## config.mk

```make
export PLATFORM = sky130hd
export DESIGN_NAME = circular_deque_top
export DESIGN_NICKNAME = d
export VERILOG_FILES = /design/src/design/cdq_pkg.sv /design/src/design/cdq_ram.sv /design/src/design/circular_deque_top.sv
export SDC_FILE = /design/constraint.sdc
export NUM_CORES = 1
export LEC_CHECK = 0
export BUFFER_PORTS_ARGS = -buffer_cell sky130_fd_sc_hd__buf_2
export CORE_ASPECT_RATIO = 1.4
export CORE_UTILIZATION = 61
export CTS_CLUSTER_DIAMETER = 150
export DETAILED_ROUTE_END_ITERATION = 10
export PLACE_DENSITY = 0.79
export SYNTH_ARGS = -nofsm -noshare
export SYNTH_HDL_FRONTEND = slang
export SYNTH_HIERARCHICAL = 1
export SYNTH_SLANG_ARGS = --single-unit
```

## constraint.sdc

```tcl
create_clock -name clk_i -period 7 [get_ports clk_i]
set_clock_uncertainty 0.05 [all_clocks]
set_input_delay 1.4 -clock clk_i [delete_from_list [all_inputs] [get_ports clk_i]]
set_output_delay 1.4 -clock clk_i [all_outputs]
set_load 0.03 [all_outputs]
```

## src/design/cdq_pkg.sv

```systemverilog
// shared types and constants of the circular deque
package cdq_pkg;

  // default sizes
  localparam int unsigned DepthDef     = 16;
  localparam int unsigned DataWidthDef = 32;
  localparam int unsigned CapResetDef  = 16;

  // field widths fixed by the interface
  localparam int unsigned OpW     = 3;
  localparam int unsigned StatusW = 2;
  localparam int unsigned ValueW  = 32;
  localparam int unsigned OccW    = 5;
  localparam int unsigned CfgW    = 5;

  // operation codes
  typedef enum logic [OpW-1:0] {
    OP_PUSH_FRONT = 3'd0,
    OP_PUSH_REAR  = 3'd1,
    OP_POP_FRONT  = 3'd2,
    OP_POP_REAR   = 3'd3,
    OP_QUERY      = 3'd4
  } op_e;

  // status codes
  typedef enum logic [StatusW-1:0] {
    STAT_OK    = 2'd0,
    STAT_FULL  = 2'd1,
    STAT_EMPTY = 2'd2
  } status_e;

  // sequencer states
  typedef enum logic {
    ST_IDLE = 1'b0,
    ST_RESP = 1'b1
  } state_e;

endpackage

```

## src/design/cdq_ram.sv

```systemverilog
// generic single-port-write, single-port-read ram with registered read
module cdq_ram #(
  parameter int unsigned WIDTH = 32,
  parameter int unsigned DEPTH = 16
) (
  input  logic                     clk_i,
  input  logic                     we_i,
  input  logic [$clog2(DEPTH)-1:0] waddr_i,
  input  logic [WIDTH-1:0]         wdata_i,
  input  logic                     re_i,
  input  logic [$clog2(DEPTH)-1:0] raddr_i,
  output logic [WIDTH-1:0]         rdata_o
);

  logic [WIDTH-1:0] mem_q [DEPTH];
  logic [WIDTH-1:0] rdata_q;

  // write port
  always_ff @(posedge clk_i) begin
    if (we_i) begin
      mem_q[waddr_i] <= wdata_i;
    end
  end

  // read port, data holds until the next read
  always_ff @(posedge clk_i) begin
    if (re_i) begin
      rdata_q <= mem_q[raddr_i];
    end
  end

  assign rdata_o = rdata_q;

endmodule

```

## src/design/circular_deque_top.sv

```systemverilog
// circular deque: ring buffer in ram with cached front and rear values
//
//  channel | direction | handshake                    | payload
//  --------+-----------+------------------------------+-----------------------------------
//  in      | input     | in_valid_i / in_stall_o      | op_i, data_i
//  out     | output    | out_valid_o / out_stall_i    | status_o, front_value_o,
//          |           |                              | rear_value_o, empty_flag_o,
//          |           |                              | full_flag_o, occupancy_o
//  cfg     | input     | cfg_we_i                     | cfg_wdata_i (capacity)
//
// an item is taken in ST_IDLE, which updates pointers, count and ram; input
// stalls in ST_RESP, which collects the ram read of the new front or rear
// entry after a pop, as the single ram read port has a registered read.
// reset clears pointers and count and sets capacity; the ram is not cleared.
// a stalled result waits in the output register; the next item is taken
// once the result has moved into it.
module circular_deque_top
  #(
  parameter int unsigned DEPTH      = cdq_pkg::DepthDef,
  parameter int unsigned DATA_WIDTH = cdq_pkg::DataWidthDef
) (
  input  logic                        clk_i,
  input  logic                        rst_ni,
  // configuration
  input  logic                        cfg_we_i,
  input  logic [cdq_pkg::CfgW-1:0]    cfg_wdata_i,
  // input items
  input  logic                        in_valid_i,
  output logic                        in_stall_o,
  input  logic [cdq_pkg::OpW-1:0]     op_i,
  input  logic signed [cdq_pkg::ValueW-1:0] data_i,
  // result items
  output logic                        out_valid_o,
  input  logic                        out_stall_i,
  output logic [cdq_pkg::StatusW-1:0] status_o,
  output logic signed [cdq_pkg::ValueW-1:0] front_value_o,
  output logic signed [cdq_pkg::ValueW-1:0] rear_value_o,
  output logic                        empty_flag_o,
  output logic                        full_flag_o,
  output logic [cdq_pkg::OccW-1:0]    occupancy_o
);

  import cdq_pkg::*;

  localparam int unsigned PtrW  = $clog2(DEPTH);
  localparam int unsigned CntW  = $clog2(DEPTH + 1);
  localparam int unsigned CopyW = (DATA_WIDTH < ValueW) ? DATA_WIDTH : ValueW;
  localparam int unsigned CapRst = (CapResetDef > DEPTH) ? DEPTH : CapResetDef;

  // pointer stepping around a ring of cap entries
  function automatic logic [PtrW-1:0] step_up(input logic [PtrW-1:0] idx,
                                              input logic [CntW-1:0] cap);
    logic [CntW-1:0] nxt;
    nxt = CntW'(idx) + CntW'(1);
    return (nxt >= cap) ? '0 : PtrW'(nxt);
  endfunction

  function automatic logic [PtrW-1:0] step_down(input logic [PtrW-1:0] idx,
                                                input logic [CntW-1:0] cap);
    logic [CntW-1:0] lst;
    lst = cap - CntW'(1);
    return (idx == '0) ? PtrW'(lst) : idx - PtrW'(1);
  endfunction

  state_e state_q, state_d;

  logic [CntW-1:0]       cap_q, cap_d;
  logic [PtrW-1:0]       head_q, head_d, tail_q, tail_d;
  logic [CntW-1:0]       cnt_q, cnt_d;
  logic [DATA_WIDTH-1:0] front_q, front_d, rear_q, rear_d;
  logic                  upd_front_q, upd_front_d, upd_rear_q, upd_rear_d;
  status_e               stat_q, stat_d;

  logic                  accept;
  logic                  load_out;

  logic                  ram_we, ram_re;
  logic [PtrW-1:0]       ram_waddr, ram_raddr;
  logic [DATA_WIDTH-1:0] ram_wdata, ram_rdata;
  logic [DATA_WIDTH-1:0] res_front, res_rear;
  logic [31:0]           cfg_ext;

  logic                  out_valid_q;
  status_e               out_status_q;
  logic [ValueW-1:0]     out_front_q, out_rear_q;
  logic                  out_empty_q, out_full_q;
  logic [OccW-1:0]       out_occ_q;

  // ring storage
  cdq_ram #(
    .WIDTH(DATA_WIDTH),
    .DEPTH(DEPTH)
  ) u_ring (
    .clk_i  (clk_i),
    .we_i   (ram_we),
    .waddr_i(ram_waddr),
    .wdata_i(ram_wdata),
    .re_i   (ram_re),
    .raddr_i(ram_raddr),
    .rdata_o(ram_rdata)
  );

  // next state
  always_comb begin
    state_d = state_q;
    case (state_q)
      ST_IDLE: begin
        if (in_valid_i) begin
          state_d = ST_RESP;
        end
      end
      ST_RESP: begin
        if (!out_valid_q || !out_stall_i) begin
          state_d = ST_IDLE;
        end
      end
      default: state_d = ST_IDLE;
    endcase
  end

  // sequencer outputs
  always_comb begin
    in_stall_o = 1'b1;
    load_out   = 1'b0;
    case (state_q)
      ST_IDLE: in_stall_o = 1'b0;
      ST_RESP: load_out = !out_valid_q || !out_stall_i;
      default: in_stall_o = 1'b1;
    endcase
  end

  assign accept    = in_valid_i && !in_stall_o;
  assign ram_wdata = DATA_WIDTH'(data_i[CopyW-1:0]);

  // operation decode: pointers, count, ram access and cached end values
  always_comb begin
    head_d      = head_q;
    tail_d      = tail_q;
    cnt_d       = cnt_q;
    front_d     = front_q;
    rear_d      = rear_q;
    upd_front_d = 1'b0;
    upd_rear_d  = 1'b0;
    stat_d      = STAT_OK;
    ram_we      = 1'b0;
    ram_waddr   = head_q;
    ram_re      = 1'b0;
    ram_raddr   = head_q;
    case (op_e'(op_i))
      OP_PUSH_FRONT, OP_PUSH_REAR: begin
        if (cnt_q >= cap_q) begin
          stat_d = STAT_FULL;
        end else if (cnt_q == '0) begin
          head_d    = '0;
          tail_d    = '0;
          ram_we    = accept;
          ram_waddr = '0;
          front_d   = ram_wdata;
          rear_d    = ram_wdata;
          cnt_d     = CntW'(1);
        end else if (op_e'(op_i) == OP_PUSH_FRONT) begin
          head_d    = step_down(head_q, cap_q);
          ram_we    = accept;
          ram_waddr = head_d;
          front_d   = ram_wdata;
          cnt_d     = cnt_q + CntW'(1);
        end else begin
          tail_d    = step_up(tail_q, cap_q);
          ram_we    = accept;
          ram_waddr = tail_d;
          rear_d    = ram_wdata;
          cnt_d     = cnt_q + CntW'(1);
        end
      end
      OP_POP_FRONT, OP_POP_REAR: begin
        if (cnt_q == '0) begin
          stat_d = STAT_EMPTY;
        end else if (cnt_q == CntW'(1)) begin
          cnt_d  = '0;
          head_d = '0;
          tail_d = '0;
        end else if (op_e'(op_i) == OP_POP_FRONT) begin
          head_d      = step_up(head_q, cap_q);
          ram_re      = accept;
          ram_raddr   = head_d;
          upd_front_d = 1'b1;
          cnt_d       = cnt_q - CntW'(1);
        end else begin
          tail_d     = step_down(tail_q, cap_q);
          ram_re     = accept;
          ram_raddr  = tail_d;
          upd_rear_d = 1'b1;
          cnt_d      = cnt_q - CntW'(1);
        end
      end
      default: begin
        // query and unused codes leave the state alone
        stat_d = STAT_OK;
      end
    endcase
  end

  // end values after a pop come from the ram read
  assign res_front = upd_front_q ? ram_rdata : front_q;
  assign res_rear  = upd_rear_q  ? ram_rdata : rear_q;

  // capacity write with clamping to 1..DEPTH
  assign cfg_ext = 32'(cfg_wdata_i);
  always_comb begin
    if (cfg_ext == 32'd0) begin
      cap_d = CntW'(1);
    end else if (cfg_ext > 32'(DEPTH)) begin
      cap_d = CntW'(DEPTH);
    end else begin
      cap_d = CntW'(cfg_ext);
    end
  end

  // control state
  always_ff @(posedge clk_i or negedge rst_ni) begin
    if (!rst_ni) begin
      state_q     <= ST_IDLE;
      cap_q       <= CntW'(CapRst);
      head_q      <= '0;
      tail_q      <= '0;
      cnt_q       <= '0;
      upd_front_q <= 1'b0;
      upd_rear_q  <= 1'b0;
      stat_q      <= STAT_OK;
    end else begin
      state_q <= state_d;
      if (accept) begin
        head_q      <= head_d;
        tail_q      <= tail_d;
        cnt_q       <= cnt_d;
        upd_front_q <= upd_front_d;
        upd_rear_q  <= upd_rear_d;
        stat_q      <= stat_d;
      end else if (state_q == ST_RESP) begin
        upd_front_q <= 1'b0;
        upd_rear_q  <= 1'b0;
      end
      // capacity only while empty, when both pointers already sit at zero
      if (cfg_we_i && cnt_q == '0) begin
        cap_q <= cap_d;
      end
    end
  end

  // cached front and rear values
  always_ff @(posedge clk_i) begin
    if (accept) begin
      front_q <= front_d;
      rear_q  <= rear_d;
    end else if (state_q == ST_RESP) begin
      front_q <= res_front;
      rear_q  <= res_rear;
    end
  end

  // output register valid
  always_ff @(posedge clk_i or negedge rst_ni) begin
    if (!rst_ni) begin
      out_valid_q <= 1'b0;
    end else if (load_out) begin
      out_valid_q <= 1'b1;
    end else if (!out_stall_i) begin
      out_valid_q <= 1'b0;
    end
  end

  // output register payload
  always_ff @(posedge clk_i) begin
    if (load_out) begin
      out_status_q <= stat_q;
      out_front_q  <= (cnt_q == '0) ? '0 : ValueW'(res_front[CopyW-1:0]);
      out_rear_q   <= (cnt_q == '0) ? '0 : ValueW'(res_rear[CopyW-1:0]);
      out_empty_q  <= (cnt_q == '0);
      out_full_q   <= (cnt_q == cap_q);
      out_occ_q    <= OccW'(cnt_q);
    end
  end

  assign out_valid_o   = out_valid_q;
  assign status_o      = out_status_q;
  assign front_value_o = out_front_q;
  assign rear_value_o  = out_rear_q;
  assign empty_flag_o  = out_empty_q;
  assign full_flag_o   = out_full_q;
  assign occupancy_o   = out_occ_q;

  // count never passes the capacity
  a_cnt_le_cap: assert property (@(posedge clk_i) disable iff (!rst_ni)
    cnt_q <= cap_q)
    else $error("entry count above capacity");

  // an empty deque has both pointers at zero
  a_empty_ptrs: assert property (@(posedge clk_i) disable iff (!rst_ni)
    (cnt_q == '0) |-> (head_q == '0 && tail_q == '0))
    else $error("pointers not reset on empty deque");

  // pointers stay inside the ring in use
  a_ptr_range: assert property (@(posedge clk_i) disable iff (!rst_ni)
    (cnt_q != '0) |-> (CntW'(head_q) < cap_q && CntW'(tail_q) < cap_q))
    else $error("pointer outside capacity");

  // an accepted push with room grows the count by one
  a_push_grows: assert property (@(posedge clk_i) disable iff (!rst_ni)
    (accept && (op_i == OP_PUSH_FRONT || op_i == OP_PUSH_REAR) && cnt_q < cap_q)
    |=> (cnt_q == $past(cnt_q) + CntW'(1)))
    else $error("push did not grow the count");

  // ram is never read and written in the same cycle
  a_ram_excl: assert property (@(posedge clk_i) disable iff (!rst_ni)
    !(ram_we && ram_re))
    else $error("ram read and write overlap");

endmodule
```

==> metrics, run 1 <==
status complete, no violations; utilization after layout 0.696; vias per cell 6.72; cells after synthesis 1508; post-CTS setup buffers 0; dpl cells 2192; hold_buf cts 0; Post-DRT Antenna Nets 0; register area share after synthesis 0.749; HP Class flop to flop; Routed WL 67300 microns; period utilisation layout 0.647; number of core rows 92; Vias 15502; Sink Count 705; switching share of total power 0.322; clock network fraction of design power 0.264; Net Switching 4.01 mW; r2r setup slk 2.47 ns; Nets 1712; port buffer count 119; filler cell count 2711; WHS 0.413 ns; most common cell after layout, fill and taps aside edfxtp_1; Int Power 8.44 mW; Core Box Area 0.0452 sq mm; Leak Pwr 10.4 nW; GP Congestion 0.885; crit path kind flop to flop; relative slew slack 0.117; clock tree buffer depth 3; final std cells w/o fill 2308; asr flop ratio synth 0.0340; yosys warns 6; worst slew pin tran 1.32 ns; I/O pin count 120; synthesized cell area 0.0281 sq mm; drt first pass iters 6; DR DRC count 0; GRT Overall Usage 0.292; Area Growth Syn to Fin 12.1%; synthesized flop and latch total 705; VDD IR-drop max 0.330 mV; first-pass GRT wire length 98600 microns; Root Buffer clkbuf_16; register share of total power 0.429; Slew Viols, Final 0; Detailed Place HPWL 36800 microns; most frequent cells in the layout edfxtp_1, mux4_2, buf_2; Die Wd 183 microns; Max Freq 221 MHz; initial antenna violation count 2; syn_nets 1576; Main synth FF type edfxtp_1; endpoints failing setup 0; aggregate global routing overflow 0; Reg clk slew, reported paths 0.06 ns; setup_tns 0 ns; required time worst endpoint 7.24 ns; Gate power share 0.307; pin count of the biggest net entering global routing 71; startpoint types flop; Starting DRT DRC Count 1880; nature of the critical path endpoint flop; Synth cell types 66; latest clock arrival within the worst-skew pair 0.62 ns; fraction of layout instances using a drive strength above 1 0.246; total CTS buffers 61; Die Y 256 microns; H-tree lvl count 2; PD cells 395 mW/mm^2; final worst path period need 4.53 ns; vias in the first global route 15610; CTS resizes 0; wire per inst 29.2 microns; CP max stage delay 0.92 ns; RSZ-0062 raised after global routing false; CP max-delay cell nor2_4; syn_area_per_cell 18.6 sq um; CP cell instances inv_1, ha_1, a21oi_1, o21a_1, o2111ai_1, nor2_1, a22o_1, nand2_1, nor2_4, buf_4; initial core utilization 0.621; Hold Fails Final Rpt 0; Post-synth EDFFs 681; CP max FO 22; CTS tree yes; final total power 12.5 mW; max cap viols 0; full die area 0.0469 sq mm; crit path DAT 4.77 ns
[power groups by stage]
stage / Clock (mW) / Sequential [mW] / Combinational [mW]
2_1_floorplan: 0 / 5.54 / 2.58
3_3_place_gp: 0 / 5.40 / 3.67
3_5_place_dp: 0 / 5.42 / 3.74
4_1_cts: 3.31 / 5.34 / 3.81
5_1_grt: 3.46 / 5.36 / 4.08
6_report: 3.28 / 5.34 / 3.83
[synthesized netlist by cell type (all sizes together) (12+ instances only)]
library cell	number	share of area
mux4	128	0.10
o31ai	13	0.0035
nor2	128	0.017
clkbuf	40	0.0053
dfrtp	23	0.020
a22oi	67	0.018
buf	41	0.0082
nand2	59	0.0081
a21oi	74	0.013
edfxtp	681	0.73
ha	23	0.010
nand2b	12	0.0032
mux2i	68	0.024
inv	20	0.0027
o21ai	24	0.0044
[worst max-delay path: cells and delay by family (launching register included)]
family | cells | cell delay, ns
AOI/OAI and AO/OA | 4 | 1.20
and+or+nand+nor | 3 | 1.59
DFF | 1 | 0.53
buffers and inverters | 2 | 0.49
adders and majority gates | 1 | 0.34
[layer usage]
metal	GRT usage	wire length (microns)	vias up
li1	-	-	6375
met1	0.392	24500	7870
met2	0.484	33900	1051
met3	0.0425	6160	206
met4	0.119	2720	0
met5	0	0	-
[area by class of cell]
class                   count  area (sq um)  share of cell area
multi-input cells         701          6770               0.215
inverters                  21          80.1             0.00254
repair buffers            154           896              0.0284
well taps                 611           764              0.0243
clock buffers              73          1570              0.0499
diodes                      1          2.50           0.0000794
clock inverters            42           362              0.0115
flip-flops and latches    705         21100               0.668
[final timing paths]
| path | start | to | cells past startpoint |
|---|---|---|---|
| max | cap_q[4] | u_ring/mem_q[11][23] | 10 |
| min | stat_q[0] | status_o[0] | 0 |
| max reg2reg | cap_q[4] | u_ring/mem_q[11][23] | 10 |
| min reg2reg | stat_q[0] | status_o[0] | 0 |
| max in group asynchronous | rst_ni | upd_front_q | 1 |
| min in group asynchronous | rst_ni | out_valid_o | 1 |
[cells by family after synthesis]
logic type,count (synthesis),synth area share
multiplexers,202,0.129
AO/OA/AOI/OAI,227,0.0541
flip-flops,705,0.749
AND/OR/NAND/NOR,244,0.0391
buffers and inverters,102,0.0164
adder cells (fa/ha/maj),23,0.0102
XOR/XNOR,5,0.00156
[through the flow]
step	instance area (sq um)	worst slack, ns
CTS	31500	2.49
global route	31500	2.22
global placement	29600	2.19
finish	31500	2.47
floorplan	28100	1.24
detailed placement	29600	2.07
[flip-flops by register name (all words and copies together), names as in the netlist, 2 cells and up]
signal / cells
u_ring/rdata_o: 32
rear_q: 32
cap_q: 5
rear_value_o: 32
tail_q: 4
status_o: 2
front_q: 32
stat_q: 2
head_q: 4
cnt_q: 5
front_value_o: 32
occupancy_o: 5
u_ring/mem_q: 512
Note: power is estimated with default switching activity, not from simulation.
==> run 2, diff against run 1 <==
- ABC_AREA: default -> 1
- CORE_UTILIZATION: 61 -> 56
- PLACE_DENSITY: 0.79 -> 0.76
- clock period: 7 -> 4.1 ns (I/O delays scaled with it)
==> metrics, run 2 <==
status complete, no violations; Core Box Area 0.0555 sq mm (+23%); period utilisation layout 0.924 (+0.278); top layer in use met5; cells after synthesis 3044 (+100%); final std cells w/o fill 3908 (+69%); routed length on met1 28100 microns (+15%); Int Power 15.3 mW (+81%); hold_buf cts 0 (unchanged); pin count of the biggest net entering global routing 129 (+82%); Largest register FFs 512 (unchanged); HP Class input pin to async pin; met2 WL 37400 microns (+10%); GRT Overall Usage 0.264 (-0.0282); Synth area leader edfxtp_1; vias per cell 5.50 (-18%); Synth cell types 44 (-33%); CP cell instances clkinv_1, ha_1, ha_1, nand3_1, nor2_1, nor2_1, nand3_1, a31oi_4, buf_12, buf_12, nand2_1, nand3_1, nand3_1, nand3_1, nand2_1; Hold Fails Final Rpt 0 (unchanged); clock tree buffer depth 3 (unchanged); Slew Viols, Final 0 (unchanged); Root Buffer clkbuf_16; Nets 3201 (+87%); required time worst endpoint 4.40 ns (-2.84 ns); PD cells 721 mW/mm^2 (+82%); CP bufs+invs 3 (+1); Synth area leaders edfxtp_1, nand2_1, nand3_1; Crit path top cell by count nand3_1; full die area 0.0573 sq mm (+22%); Vias 21511 (+39%); Max Freq 264 MHz (+19%); CTS tree yes; CTS resizes 0 (unchanged); most common cell after layout, fill and taps aside nand2_1; crit path DAT 4.09 ns (-0.68 ns); Starting DRT DRC Count 2169 (+15%); post-CTS setup buffers 0 (unchanged); synthesized flop and latch total 705 (unchanged); register area share after synthesis 0.668 (-0.0814); Area Growth Syn to Fin 10.5%; synthesized cell area 0.0315 sq mm (+12%); GP Congestion 0.933 (+5.4%); total CTS buffers 60 (-1.6%); yosys warns 6 (unchanged); drt first pass iters 5 (-1); Routed WL 75500 microns (+12%); Top reg by flops u_ring/mem_q; aggregate global routing overflow 0 (unchanged); H-tree lvl count 2 (unchanged); WHS 0.165 ns (-0.248 ns); Detailed Place HPWL 44300 microns (+21%); top cells by count, synth nand2_1, edfxtp_1, inv_1, nand3_1, o21ai_0; fraction of layout instances using a drive strength above 1 0.104 (-0.142); Crit path max-delay family simple AND/OR/NAND/NOR gates; DR DRC count 0 (unchanged); most common cell in the synthesized netlist nand2_1; Synth top area share 0.649 (-0.0791); dpl cells 3799 (+73%); endpoints failing setup 0 (unchanged); crit path kind flop to flop; first-pass GRT wire length 116000 microns (+17%); metal3 WL 7070 microns (+15%); max cap viols 0 (unchanged); Net Switching 9.84 mW (+150%); Leak Pwr 14.9 nW (+44%); startpoint types flop; port buffer count 119 (unchanged); latest clock arrival within the worst-skew pair 0.62 ns (about the same); syn_area_per_cell 10.4 sq um (-44%); Die Wd 203 microns (+10%); Post-DRT Antenna Nets 0 (unchanged); clock network fraction of design power 0.216 (-0.048); setup_tns 0 ns (unchanged); Main synth FF type edfxtp_1; CP max FO 63 (+190%); Post-synth EDFFs 681 (unchanged); nature of the critical path endpoint flop; asr flop ratio synth 0.0340 (unchanged); Gate power share 0.394 (+0.087); worst slew pin tran 1.08 ns (-0.238 ns); dpl cell area 0.0330 sq mm (+12%); most frequent cells in the layout nand2_1, edfxtp_1, inv_1; number of core rows 102 (+11%); CP max stage delay 0.46 ns (-0.46 ns); r2r setup slk 0.31 ns (-2.16 ns); wire per inst 19.3 microns (-34%); register share of total power 0.390 (-0.039); I/O pin count 120 (unchanged); Die Y 283 microns (+10%); switching share of total power 0.392 (+0.0694); final worst path period need 3.79 ns (-0.736 ns); VDD IR-drop max 0.556 mV (+69%); relative slew slack 0.278 (+0.161); RSZ-0062 raised after global routing false; Final Cell Area 0.0348 sq mm (+11%); CP max-delay cell ha_1; initial core utilization 0.568 (-0.0533); Reg clk slew, reported paths 0.07 ns (about the same); Sink Count 705 (unchanged); syn_nets 3112 (+97%); vias in the first global route 21013 (+35%); initial antenna violation count 3 (+1)
-- run 2: cell types whose count changed in the layout (fill, tap and decap cells not counted), sizes merged, moves of 13 or more --
cell,previous run,this run
nand2,59,904
inv,22,536
nand3,9,435
mux4,128,0
o21ai,24,138
nor2,128,56
mux2i,68,0
a22oi,67,0
a21oi,74,8
or2,0,66
buf,154,170
o31ai,13,0
-- run 2: metrics by stage --
step	total power, mW	worst slack [ns]	util
2_1_floorplan	17.2	0.220	-
3_3_place_gp	19.5	0.448	0.594
3_5_place_dp	19.7	0.423	0.594
4_1_cts	25.1	0.399	0.627
5_1_grt	26.5	0.139	0.628
6_report	25.1	0.310	0.628
-- run 2: area by class of cell --
cell class / instances / area [sq um]
sequential: 705 / 21100
fill: 4175 / 20700
multi-input combinational: 1661 / 7750
inverter: 535 / 2020
clock buffer: 75 / 1580
timing repair buffer: 170 / 1250
tap: 728 / 911
clock inverter: 32 / 265
antenna: 2 / 5.00
-- run 2: power by group through the flow --
stage,Combinational (mW),Sequential (mW),Clock [mW]
final,9.89,9.80,5.43
after global routing,10.9,9.89,5.75
after CTS,9.83,9.81,5.50
after detailed placement,9.76,9.96,0
after global placement,9.55,9.92,0
after floorplan,6.54,10.6,0
-- run 2: kinds of logic (layout without fill, tap and decap cells) --
logic type               count (synthesis)  count (layout)  share of synthesized area
AND/OR/NAND/NOR                       1467            1467                      0.201
flip-flops                             705             705                      0.668
buffers and inverters                  678             812                     0.0928
AO/OA/AOI/OAI                          161             161                     0.0269
adder cells (fa/ha/maj)                 23              23                    0.00913
XOR/XNOR                                10              10                    0.00278
other                                    0               2                          0
-- run 2: worst reg2reg max path, cell delays in order (launching register included) --
cell,delay (ns)
dfrtp_1,0.45
clkinv_1,0.31
ha_1,0.46
ha_1,0.30
nand3_1,0.07
nor2_1,0.05
nor2_1,0.13
nand3_1,0.13
a31oi_4,0.31
buf_12,0.31
buf_12,0.34
nand2_1,0.18
nand3_1,0.13
nand3_1,0.08
nand3_1,0.13
nand2_1,0.10
-- run 2: worst paths after layout --
| kind | start | to | cells past startpoint |
|---|---|---|---|
| worst max-delay path | head_q[0] | u_ring/rdata_o[10] | 15 |
| worst min-delay path | rst_ni | tail_q[2] | 1 |
| max in group asynchronous | rst_ni | upd_rear_q | 1 |
| worst min register to register | stat_q[0] | status_o[0] | 0 |
| min in group clk_i | stat_q[0] | status_o[0] | 0 |
| worst max register to register | head_q[0] | u_ring/rdata_o[10] | 15 |
-- run 2: metal layers --
layer,global-route usage,vias to the layer above
li1,-,10045
met2,0.458,1141
met4,0.116,2
met5,0,-
met3,0.0423,210
met1,0.327,10113
